$ cat src/rtl/pit_pkg.sv
// ============================================================================
// pit_pkg
// Shared types and codes for the presence interval tracker.
// ============================================================================
package pit_pkg;

    localparam int TABLE_DEPTH_DEF = 1024;

    localparam int IN_DATA_W  = 208;
    localparam int OUT_DATA_W = 328;

    localparam logic [1:0] ACT_OBSERVE = 2'd0;
    localparam logic [1:0] ACT_SWEEP   = 2'd1;
    localparam logic [1:0] ACT_READ    = 2'd2;

    localparam logic [1:0] ST_OK    = 2'd0;
    localparam logic [1:0] ST_FULL  = 2'd1;
    localparam logic [1:0] ST_EMPTY = 2'd2;

    // Which result the output register takes when a transaction completes.
    typedef enum logic [1:0] {
        RES_ZERO  = 2'd0,
        RES_FULL  = 2'd1,
        RES_EMPTY = 2'd2,
        RES_ENTRY = 2'd3
    } res_sel_t;

    typedef struct packed {
        logic     capture;
        logic     idx_inc;
        logic     wr_new;
        logic     wr_hit;
        logic     wr_sweep;
        logic     load_result;
        res_sel_t res_sel;
    } cmd_t;

    typedef struct packed {
        logic [1:0] act;
        logic       count_zero;
        logic       idx_last;
        logic       hit;
        logic       hit_active;
        logic       full;
        logic       read_miss;
        logic       out_busy;
    } sts_t;

endpackage

$ cat src/rtl/pit_ctrl.sv
// ============================================================================
// pit_ctrl
// Sequencer for observe scans, sweeps and reads.
// ============================================================================
module pit_ctrl
    import pit_pkg::*;
(
    input  logic clk,
    input  logic rst_n,
    input  logic in_valid,
    output logic in_ready,
    input  sts_t sts,
    output cmd_t cmd
);

    typedef enum logic [7:0] {
        S_IDLE     = 8'b0000_0001,
        S_DISPATCH = 8'b0000_0010,
        S_OBS_CMP  = 8'b0000_0100,
        S_OBS_WAIT = 8'b0000_1000,
        S_NEW      = 8'b0001_0000,
        S_SWP_MOD  = 8'b0010_0000,
        S_SWP_WAIT = 8'b0100_0000,
        S_FINISH   = 8'b1000_0000
    } state_t;

    state_t   state_reg, state_next;
    res_sel_t res_reg, res_next;

    always_ff @(posedge clk or negedge rst_n)
    begin
        if (!rst_n)
        begin
            state_reg <= S_IDLE;
            res_reg   <= RES_ZERO;
        end
        else
        begin
            state_reg <= state_next;
            res_reg   <= res_next;
        end
    end

    assign in_ready = (state_reg == S_IDLE);

    always_comb
    begin
        state_next = state_reg;
        res_next   = res_reg;
        cmd        = '0;
        cmd.res_sel = res_reg;
        unique case (state_reg)
            S_IDLE:
            begin
                if (in_valid)
                begin
                    cmd.capture = 1'b1;
                    state_next  = S_DISPATCH;
                end
            end
            S_DISPATCH:
            begin
                res_next   = RES_ZERO;
                state_next = S_FINISH;
                priority if (sts.act == ACT_OBSERVE)
                begin
                    state_next = sts.count_zero ? S_NEW : S_OBS_CMP;
                end
                else if (sts.act == ACT_SWEEP)
                begin
                    if (!sts.count_zero)
                        state_next = S_SWP_MOD;
                end
                else if (sts.act == ACT_READ)
                begin
                    res_next = sts.read_miss ? RES_EMPTY : RES_ENTRY;
                end
                else
                begin
                    // An unknown action only reports an ok status.
                    state_next = S_FINISH;
                end
            end
            S_OBS_CMP:
            begin
                if (sts.hit)
                begin
                    cmd.wr_hit = sts.hit_active;
                    state_next = S_FINISH;
                end
                else if (sts.idx_last)
                    state_next = S_NEW;
                else
                begin
                    cmd.idx_inc = 1'b1;
                    state_next  = S_OBS_WAIT;
                end
            end
            S_OBS_WAIT:
                state_next = S_OBS_CMP;
            S_NEW:
            begin
                if (sts.full)
                    res_next = RES_FULL;
                else
                    cmd.wr_new = 1'b1;
                state_next = S_FINISH;
            end
            S_SWP_MOD:
            begin
                cmd.wr_sweep = 1'b1;
                if (sts.idx_last)
                    state_next = S_FINISH;
                else
                begin
                    cmd.idx_inc = 1'b1;
                    state_next  = S_SWP_WAIT;
                end
            end
            S_SWP_WAIT:
                state_next = S_SWP_MOD;
            S_FINISH:
            begin
                if (!sts.out_busy)
                begin
                    cmd.load_result = 1'b1;
                    state_next      = S_IDLE;
                end
            end
            default:
                state_next = S_IDLE;
        endcase
    end

endmodule

$ cat config.mk
export PLATFORM = sky130hd
export DESIGN_NAME = pit_ctrl
export DESIGN_NICKNAME = d
export VERILOG_FILES = /design/src/rtl/pit_pkg.sv /design/src/rtl/pit_ctrl.sv
export SDC_FILE = /design/constraint.sdc
export NUM_CORES = 1
export LEC_CHECK = 0
export BUFFER_PORTS_ARGS = -buffer_cell sky130_fd_sc_hd__buf_2
export CAP_MARGIN = 10
export CORE_AREA = 3 3 41 43
export CTS_BUF_LIST = sky130_fd_sc_hd__clkbuf_4 sky130_fd_sc_hd__clkbuf_8
export DETAILED_ROUTE_END_ITERATION = 12
export DIE_AREA = 0 0 44 46
export GPL_ROUTABILITY_DRIVEN = 0
export GPL_TIMING_DRIVEN = 0
export PLACE_DENSITY = 0.8
export SKIP_LAST_GASP = 1
export SYNTH_ARGS = -nofsm -noshare
export SYNTH_HDL_FRONTEND = slang
export SYNTH_SLANG_ARGS = --single-unit
$ cat constraint.sdc
create_clock -name clk -period 1.9 [get_ports clk]
set_clock_uncertainty 0.2 [all_clocks]
set_input_delay 0.095 -clock clk [delete_from_list [all_inputs] [get_ports clk]]
set_output_delay 0.095 -clock clk [all_outputs]
set_load 0.005 [all_outputs]
### After elaboration in Yosys (flattened, before gate mapping)

Cells that the tools add are included.

* register bits after elaboration: 10
* logic and storage cells: 47
* output and inout port bits: 9
* input port bits: 12

* reductions and logical operators: 4
* equal/unequal tests: 13
* muxes and demuxes: 28

Operator list (count)
* case mux 8 bit (8 select lines): 1
* 2-to-1 mux 8 bit: 7
* 2-to-1 mux 1 bit: 12
* 2-to-1 mux 5 bit: 2
* == test 8 x 1 -> 1 bit (second input constant): 1
* == test 8 x 2 -> 1 bit (second input constant): 1
* == test 8 x 3 -> 1 bit (second input constant): 1
* == test 8 x 4 -> 1 bit (second input constant): 1
* == test 8 x 5 -> 1 bit (second input constant): 1
* == test 8 x 6 -> 1 bit (second input constant): 1
* == test 8 x 7 -> 1 bit (second input constant): 1
* == test 8 bit (second input constant): 1
* 2-to-1 mux 2 bit: 4
* != test 2 bit (second input constant): 3
* case mux 2 bit (2 select lines): 1
* AND reduction 2 bit: 2
* == test 2 x 1 -> 1 bit (second input constant): 1
* == test 2 bit (second input constant): 1
* zero test 2 bit: 1
* case mux 1 bit (2 select lines): 1
* nonzero test 2 bit: 1

### Logic depth before layout (Yosys ltp)

Gate-level depths: netlist (run 1).

* depth after elaboration: 5
* gate-level depth with buffers: 4
* gate-level depth less buffers: 4

### Worst setup path after synthesis (run 1)

OpenSTA, ideal clock, no wires.

* kind: register -> register
* from: register state_reg[3]
* to: register state_reg[4]
* cell stages (with the launch flop): 5
* slack: 139 ps
* data required time: 1616 ps
* arrival time: 1477 ps
* library setup time: 84 ps
* path buffers: 0
* clock period less this slack: 1761 ps
* cell sequence: dfrtp_1 > nor4_4 > nand3_2 > or4b_1 > o21ai_0

* word-level cells in the longest chain between the ends: 3
* elaborated cells between the ends (all ways): 12
* classes of those cells: eq/ne (10); mux (1); reduce/logical (1)

Ends and longest elaborated chain
* start, declared: line pit_ctrl.sv:27 `state_t state_reg, state_next;`
* start signal, assigned: line pit_ctrl.sv:39 `state_reg <= state_next;`
* == test 8 bit or == test 8 x 1 -> 1 bit (tied branches): line pit_ctrl.sv:52 `unique case (state_reg)`
* != test 2 bit (no source line)
* AND reduction 2 bit (no source line)

Several ways; a longest one is shown, not always the timed one.
A chain may end at the register's enable or synchronous reset.

==> impl_metrics.json, run 1 <==
{
  "status": "finished clean",
  "finalHoldViolCount": 0,
  "start_util_pct": 46.15,
  "htreeDepth": 1,
  "grt_first_pass_wirelength_um": 2649,
  "grt_max_degree": 11,
  "ys_ff_latch": 10,
  "drc": 0,
  "core-area_um2": 1334,
  "max_freq_mhz": 533.1,
  "worst_pin_slew_ns": 0.3659,
  "layout_commonest_cell": "buf_2",
  "whs_ns": 0.01764,
  "drt_wl_total_um": 1763,
  "power.share.combinational_pct": 42.1,
  "period_share_pct": 98.73,
  "power_density_nw_per_um2": 868.2,
  "critPathTopFamily": "simple AND/OR/NAND/NOR gates",
  "synth_cells": 69,
  "area_growth_pct": 61.59,
  "setup.worst_path.class": "reg -> out",
  "max-slew-margin-rel_pct": 75.42,
  "p_int_uw": 579.1,
  "finalCriticalPeriod_ns": 1.876,
  "yosys.area_share.adder_pct": 0,
  "firstDrtPassIters": 5,
  "muxShareOfSynthArea_pct": 0,
  "vias": 700,
  "slowest_stage": "dfrtp_1",
  "layout_common_cells": "buf_2 (19), buf_4 (12), dlygate4sd3_1 (10)",
  "clkPwrFrac_pct": 22.5,
  "antenna_found_initial": 0,
  "ant_nets": 0,
  "die_area_um2": 2024,
  "irDropWorstVdd_v": 0.0007451,
  "pin_count": 21,
  "numPortBuffers": 20,
  "numCtsBuffers": 3,
  "synth-simple-area-share_pct": 40.04,
  "cp-start-kind": "flop",
  "setup_violations": 0,
  "rows": 13,
  "cts_root_buffer": "clkbuf_4",
  "rsz0062_at_grt": "yes",
  "cp.arrival_ns": 1.58,
  "globalRoute.totalOverflow": 0,
  "endpoint_kind": "output pin",
  "synthXorXnorAreaFrac_pct": 1.423,
  "cts_sinks": 10,
  "ys_seq_area_share_pct": 40.85,
  "p_switching_uw": 284.4,
  "synth_top_area_share_pct": 36.59,
  "drive_gt1_share_pct": 42.61,
  "clockBufferDepth": 2,
  "clkTransAtPathRegs_ns": 0.07,
  "cap_violations": 0,
  "via_per_inst": 5.385,
  "place_hpwl_um": 1139,
  "yosysWarnings": 0,
  "drt_first_iter_violations": 15,
  "yosysTopAreaCell": "dfrtp_1",
  "nets": 128,
  "synth-compound-area-share_pct": 14.63,
  "power.leakage_uw": 0.0004858,
  "first_global_vias": 595,
  "track_usage_pct": 18.48,
  "cts_tree": "yes",
  "swShare_pct": 32.93,
  "largest_register_ffs": 8,
  "crit_fanout": 3,
  "slew_viol_final": 0,
  "path_cells": "buf_4 -> nor2_1 -> and4b_2 -> and2_4 -> buf_6",
  "n_antenna_cell": 0,
  "synthDistinctLibCells": 26,
  "finalSetupTns_ns": 0,
  "cp.required_ns": 1.60,
  "netlist_area_um2": 615.6,
  "holdCritPathClass": "in -> async",
  "synth_area_leaders": "dfrtp_1 (37%), nand3_1 (5.7%), nor2_1 (5.5%)",
  "seqPwrFrac_pct": 35.4,
  "die_height_um": 46,
  "syn_nets": 81,
  "die_w_um": 44,
  "clkLatencyLatePin_ns": 0.27,
  "crit_buf_inv": 2,
  "synth_top_family_by_area": "simple AND/OR/NAND/NOR gates",
  "avgSynthCellArea_um2": 8.922,
  "cp_slowest_stage_delay_ns": 0.41,
  "post_drt_wl_per_cell_um": 13.56
}
## synth_stat cells (all sizes together)
cell type and n:
dfstp 1, o211ai 1, o21ai 4, nor3b 1, nand4 3, inv 5, nor4 2, nor2b 5
a31oi 1, o21ba 1, a21oi 4, xor2 1, or4b 1, and4b 1, and2b 1, nor3 1
and2 2, nand4b 2, o22a 1, nor2 9, dfrtp 9, nand3 8, o41ai 2, nand2 3
## worst reg2reg max path: cells and delay by family (launching register included)
family / cells / cell delay, ns
buffers and inverters: 1 / 0.17
AND/OR/NAND/NOR: 3 / 0.89
AO/OA/AOI/OAI: 1 / 0.09
flip-flops: 1 / 0.45
## repair_timing
item / CTS / global route
buffers inserted: 5 / 7
cloned: 0 / 0
endpoints found under the hold margin: 20 / 0
hold buffers: 10 / 0
endpoints found under the setup margin: 7 / 9
pin swaps: 3 / 9
resized for setup: 3 / 6
## metrics by stage
stage          total power (µW)  setup slack, ns  instance area [µm²]  instances  util, %
2_1_floorplan             453.4           0.1395                615.6         69        -
3_3_place_gp              536.3         0.003767                734.5        104    55.07
3_5_place_dp              546.1         -0.04438                734.5        104    55.07
4_1_cts                   815.4          0.01642                923.4        123    69.23
5_1_grt                   918.3         -0.08729                994.7        130    74.58
6_report                  863.6          0.02418                994.7        130    74.58
## metal layers
metal	vias up	track usage [%]	share of wire, %
met1	321	26.16	48
met4	0	10.84	2.0
met2	24	27.62	45
met5	-	0	0
met3	5	1.186	5.5
li1	350	-	-
## cells by family (layout without fill, tap and decap cells)
group | count (synthesis) | count (layout)
AND/OR/NAND/NOR | 39 | 39
AO/OA/AOI/OAI | 14 | 14
buffers and inverters | 5 | 51
XOR/XNOR | 1 | 1
flip-flops | 10 | 10
## cell type report
cell class	instances	area [µm²]
repair buffers	42	296.5
flip-flops and latches	10	254.0
well taps	15	18.77
fillers	86	339.1
clock buffers	4	36.28
multi-input cells	54	370.4
inverters	5	18.77
## power groups by stage
stage	clock network, µW	registers (µW)	logic [µW]
after CTS	202	304	309
after global placement	0	298	238
after detailed placement	0	301	246
final	194	305	364
after floorplan	0	297	156
after global routing	212	314	392
## worst paths after layout
check,to,cells past startpoint,slack [ns],start
worst max-delay path,cmd[7],5,0.02,state_reg[7]$_DFFE_PN0P_
worst min-delay path,state_reg[5]$_DFFE_PN0P_,2,0.02,rst_n
worst max register to register,state_reg[4]$_DFFE_PN0P_,5,0.04,state_reg[4]$_DFFE_PN0P_
worst min register to register,res_reg[1]$_DFFE_PN0P_,2,0.31,res_reg[1]$_DFFE_PN0P_
max in group asynchronous,state_reg[0]$_DFFE_PN1P_,2,1.22,rst_n
min in group clk,cmd[4],4,0.28,sts[3]
(Power assumes the default switching activity.)
==> run 2, diff against run 1 <==
Settings changed: CELL_PAD_IN_SITES_DETAIL_PLACEMENT set to 0, CELL_PAD_IN_SITES_GLOBAL_PLACEMENT set to 2, CORE_AREA 3 3 41 43 to 3 3 48 61, DIE_AREA 0 0 44 46 to 0 0 51 64, PLACE_DENSITY 0.8 to 0.79.
==> run 2 against run 1 <==
Against the previous run: the flow now finishes with violations (negative setup slack); global-route usage fell by 6.4 points; wire length rose by 3.7%; setup slack got worse by 0.067 ns; maximum frequency fell by 3.4%; worst hold slack got worse by 0.010 ns; via count rose by 3.1%; non-clock buffer count rose by 1; register-to-register slack got worse by 0.08 ns; clock power fell by 12%; core utilization fell by 32 points; total power fell by 2.9%; critical path depth did not move; critical path type is now reg -> reg; largest power group unchanged; highest routed layer unchanged.
==> impl_metrics.json, run 2 (synthesis gave the netlist of run 1 again) <==
{
  "status": "complete, but fails checks",
  "violations": "negative setup slack",
  "dpl_cell_area_um2": 757.0,
  "drive_gt1_share_pct": 46.55,
  "drt_wl_total_um": 1828,
  "max_freq_mhz": 514.8,
  "largest_register_ffs": 8,
  "grt_max_degree": 11,
  "setup_slack_ns": -0.04246,
  "clkLatencyLatePin_ns": 0.27,
  "post_drt_wl_per_cell_um": 12.27,
  "cts_sinks": 10,
  "clockBufferDepth": 2,
  "numCtsBuffers": 3,
  "nets": 129,
  "power_density_nw_per_um2": 816.5,
  "cp.required_ns": 1.90,
  "pre_cts_slack_ns": -0.1158,
  "setup.worst_path.class": "reg -> reg",
  "layout_commonest_cell": "buf_2",
  "endpoint_kind": "flop",
  "via_per_inst": 4.846,
  "cp_slowest_stage_delay_ns": 0.55,
  "clkTransAtPathRegs_ns": 0.07,
  "htreeDepth": 1,
  "finalHoldViolCount": 0,
  "first_global_vias": 676,
  "finalCriticalPeriod_ns": 1.942,
  "fin_area_um2": 1027,
  "cap_violations": 0,
  "cp-start-kind": "flop",
  "cp.arrival_ns": 1.94,
  "path_cells": "nor4_4 -> buf_4 -> nand3_2 -> or4b_1 -> o21ai_2",
  "holdCritPathClass": "in -> async",
  "whs_ns": 0.007367,
  "pin_count": 21,
  "drt_first_iter_violations": 31,
  "start_util_pct": 25.36,
  "slew_viol_final": 0,
  "die_w_um": 51,
  "cts_root_buffer": "clkbuf_4",
  "antenna_found_initial": 0,
  "period_share_pct": 102.2,
  "crit_buf_inv": 1,
  "globalRoute.totalOverflow": 0,
  "area_growth_pct": 66.87,
  "power.leakage_uw": 0.0004898,
  "ant_nets": 0,
  "r2r_setup_slack_ns": -0.04,
  "place_hpwl_um": 1231,
  "layout_common_cells": "buf_2 (20), buf_4 (13), dlygate4sd3_1 (10)",
  "firstDrtPassIters": 4,
  "irDropWorstVdd_v": 0.0005890,
  "worst_pin_slew_ns": 0.3249,
  "rsz0062_at_grt": "yes",
  "crit_fanout": 5,
  "die_height_um": 64,
  "vias": 722,
  "rows": 20,
  "critPathTopFamily": "simple AND/OR/NAND/NOR gates",
  "grt_first_pass_wirelength_um": 2939,
  "core-area_um2": 2427,
  "track_usage_pct": 12.04,
  "slowest_stage": "or4b_1",
  "max-slew-margin-rel_pct": 78.18,
  "numPortBuffers": 20,
  "final.fill_count": 253,
  "cts_tree": "yes",
  "drc": 0,
  "n_antenna_cell": 0,
  "die_area_um2": 3264,
  "setup_violations": 3
}
## run 2: area by class of cell
cell class	count	area, µm²	area share [%]
timing repair buffer	43	297.8	28.99
clock buffer	4	30.03	2.923
tap	33	41.29	4.019
inverter	5	18.77	1.827
multi-input combinational	54	382.9	37.27
sequential	10	256.5	24.97
## run 2: timing repair
| action | 4_1_cts | 5_1_grt |
|---|---|---|
| setup endpoints to repair | 10 | 7 |
| pin swaps | 5 | 6 |
| gates resized for setup | 5 | 7 |
| setup buffers | 11 | 2 |
| hold endpoints to repair | 20 | 0 |
| hold buffers | 10 | 0 |
## run 2: stage by stage
step           TNS (ns)  total power (µW)  utilization, %  cells
2_1_floorplan         0             453.4               -     69
5_1_grt         -0.4799             898.2           42.32    149
4_1_cts               0             820.5           40.67    147
6_report       -0.05396             838.8           42.32    149
3_3_place_gp    -0.2385             549.9           31.19    122
3_5_place_dp    -0.2703             551.2           31.19    122
## run 2: per-layer routing
layer	track usage (%)	up-vias	routed length [µm]
li1	-	348	-
met4	7.407	0	53
met1	11.98	338	683
met5	0	-	0
met3	1.865	7	78
met2	22.42	29	1014
## run 2: path summary, 6_finish.rpt
check                                         start                  endpoint  cells past startpoint
hold reg to reg              res_reg[1]$_DFFE_PN0P_    res_reg[1]$_DFFE_PN0P_                      2
min in group clk                             sts[3]                    cmd[4]                      4
setup reg to reg           state_reg[2]$_DFFE_PN0P_  state_reg[4]$_DFFE_PN0P_                      5
max in group asynchronous                     rst_n  state_reg[0]$_DFFE_PN1P_                      2
hold / removal                                rst_n  state_reg[7]$_DFFE_PN0P_                      2
setup / recovery           state_reg[2]$_DFFE_PN0P_  state_reg[4]$_DFFE_PN0P_                      5
## run 2: report_power, final
part,switching [µW],internal (µW),total [µW]
registers,43.7,263,307
clock network,75.1,95.5,171
logic,162,200,362
==> run 3, diff against run 2 <==
Settings changed: ABC_AREA set to 1, CORE_AREA 3 3 48 61 to 3 3 52 66, DIE_AREA 0 0 51 64 to 0 0 55 69, PLACE_DENSITY 0.79 to 0.78.
==> run 3 against run 2 <==
Against the previous run: the run now ends clean; area after synthesis is 8.9% higher; via count decreased by 5.3%; non-clock buffer count decreased by 10; clock power increased by 12%; sequential share of layout area increased by 0.57 points; setup slack improved by 0.16 ns; critical path depth rose by 2; design area shrank 4.1%; critical path type is now reg -> out; critical endpoint is now cmd[6]; largest cell class unchanged; largest power group unchanged.
==> impl_metrics.json, run 3 <==
{
  "yosysMostFrequentCell": "nand2_1",
  "finalCriticalPeriod_ns": 1.784,
  "synth_top_area_share_pct": 33.58,
  "p_int_uw": 549.1,
  "dpl_cell_area_um2": 815.8,
  "synth_area_leaders": "dfrtp_1 (34%), nand2_1 (14%), nor2_1 (10%)",
  "n_antenna_cell": 0,
  "period_share_pct": 93.89,
  "irDropWorstVdd_v": 0.0003942,
  "r2r_cells": 6,
  "setup.worst_path.class": "reg -> out",
  "final.fill_count": 331,
  "p_switching_uw": 337.6,
  "die_height_um": 69,
  "endpoint_kind": "output pin",
  "ys_ff_latch": 10,
  "avgSynthCellArea_um2": 6.914,
  "clockBufferDepth": 2,
  "yosysTopAreaCell": "dfrtp_1",
  "htreeDepth": 1,
  "seqPwrFrac_pct": 33.4,
  "status": "finished clean",
  "globalRoute.totalOverflow": 0,
  "timing.rr.end": "state_reg[3]$_DFFE_PN0P_",
  "yosysWarnings": 0,
  "start_util_pct": 22.98,
  "ys_async_sr_fraction_pct": 100.0,
  "r2r_setup_slack_ns": 0.17,
  "post_drt_wl_per_cell_um": 9.200,
  "clkPwrFrac_pct": 21.6,
  "via_per_inst": 4.024,
  "cp.required_ns": 1.60,
  "firstDrtPassIters": 2,
  "netlist_area_um2": 670.6,
  "drive_gt1_share_pct": 29.10,
  "numCtsBuffers": 3,
  "worst_pin_slew_ns": 0.2746,
  "clkLatencyLatePin_ns": 0.26,
  "max_freq_mhz": 560.6,
  "first_global_vias": 661,
  "synth_ff_type": "dfrtp_1",
  "largest_register_ffs": 8,
  "post-cts-setup-buffers": 0,
  "slew_viol_final": 0,
  "synthDistinctLibCells": 21,
  "power_density_nw_per_um2": 900.4,
  "layout_commonest_cell": "nand2_1",
  "area_growth_pct": 46.83,
  "syn_nets": 109,
  "nets": 147,
  "ys_seq_area_share_pct": 37.50,
  "clkTransAtPathRegs_ns": 0.07,
  "crit_fanout": 4,
  "track_usage_pct": 9.562,
  "die_w_um": 55,
  "layout_common_cells": "nand2_1 (24), buf_2 (20), nor2_1 (18)",
  "cap_violations": 0,
  "rows": 22,
  "place_hpwl_um": 1309,
  "ant_nets": 0,
  "swShare_pct": 38.07,
  "finalSetupTns_ns": 0,
  "antenna_found_initial": 0,
  "synth_edf_count": 0,
  "die_area_um2": 3795,
  "rsz0062_at_grt": "no",
  "cts_tree": "yes",
  "power.share.combinational_pct": 45.0,
  "max-slew-margin-rel_pct": 81.55,
  "r2r-start": "state_reg[6]$_DFFE_PN0P_",
  "core-area_um2": 2918,
  "cp.arrival_ns": 1.49,
  "grt_first_pass_wirelength_um": 2773,
  "cts_sinks": 10,
  "numPortBuffers": 20,
  "synth_top_cells_by_count": "nand2_1 (25), nor2_1 (18), inv_1 (13), dfrtp_1 (9), nand3_1 (7)",
  "holdCritPathClass": "in -> async",
  "drc": 0,
  "drt_first_iter_violations": 7,
  "whs_ns": 0.01709,
  "power.leakage_uw": 0.0005280,
  "grt_max_degree": 11,
  "cp-start-kind": "flop",
  "setup_violations": 0,
  "cts_root_buffer": "clkbuf_4",
  "fin_area_um2": 984.7,
  "finalHoldViolCount": 0,
  "p_total_uw": 886.7,
  "fin_util_pct": 33.75,
  "pin_count": 21,
  "drt_wl_total_um": 1564,
  "vias": 684,
  "synth_cells": 97
}
[run 3: stage by stage]
step                      worst slack (ns)  cells
after floorplan                     0.5685     97
after global placement              0.3444    153
after detailed placement            0.3455    153
after CTS                          0.04881    170
after global routing              0.006908    170
final                               0.1161    170
[run 3: layer usage]
metal	part of all wire, %	global-route usage [%]
met5	0	0
met4	2.2	4.865
met3	3.8	0.6479
met2	47	15.00
met1	47	12.67
[run 3: power by group through the flow]
stage	Sequential (µW)	Combinational (µW)	Clock, µW
5_1_grt	304	460	210
3_3_place_gp	302	383	0
4_1_cts	297	406	197
2_1_floorplan	301	268	0
3_5_place_dp	301	385	0
6_report	296	399	192
[run 3: area by class of cell]
class                   count  area, µm²  share of cell area (%)
clock buffers               4      36.28                   3.685
inverters                  18      67.56                   6.862
multi-input cells          69      354.1                   35.96
flip-flops and latches     10      251.5                   25.54
well taps                  36      45.04                   4.574
repair buffers             33      230.2                   23.38
[run 3: cells by family after synthesis]
| family | synth area share [%] |
|---|---|
| AND/OR/NAND/NOR | 46.08 |
| flip-flops | 37.50 |
| buffers and inverters | 10.08 |
| AO/OA/AOI/OAI | 6.345 |
[run 3: worst max-delay path by stage]
stage,startpoint,end,cells past startpoint
global route,state_reg[0]$_DFFE_PN1P_,cmd[6],7
floorplan,state_reg[0]$_DFFE_PN1P_,cmd[6],6
detailed placement,state_reg[0]$_DFFE_PN1P_,cmd[6],7
CTS,state_reg[0]$_DFFE_PN1P_,cmd[6],7
global placement,state_reg[0]$_DFFE_PN1P_,cmd[6],7
finish,state_reg[0]$_DFFE_PN1P_,cmd[6],7
[run 3: timing repair]
item / in CTS / in global routing
hold buffers: 13 / 0
gates resized for setup: 0 / 1
endpoints found under the setup margin: 0 / 1
hold endpoints to repair: 20 / 0
[run 3: critical path, cell delays in order, from the launching register on]
cell,delay [ns]
dfstp_2,0.54
nor2_1,0.05
nand2_2,0.10
inv_2,0.06
nand2_2,0.08
nor2_1,0.05
or2_1,0.22
buf_2,0.12
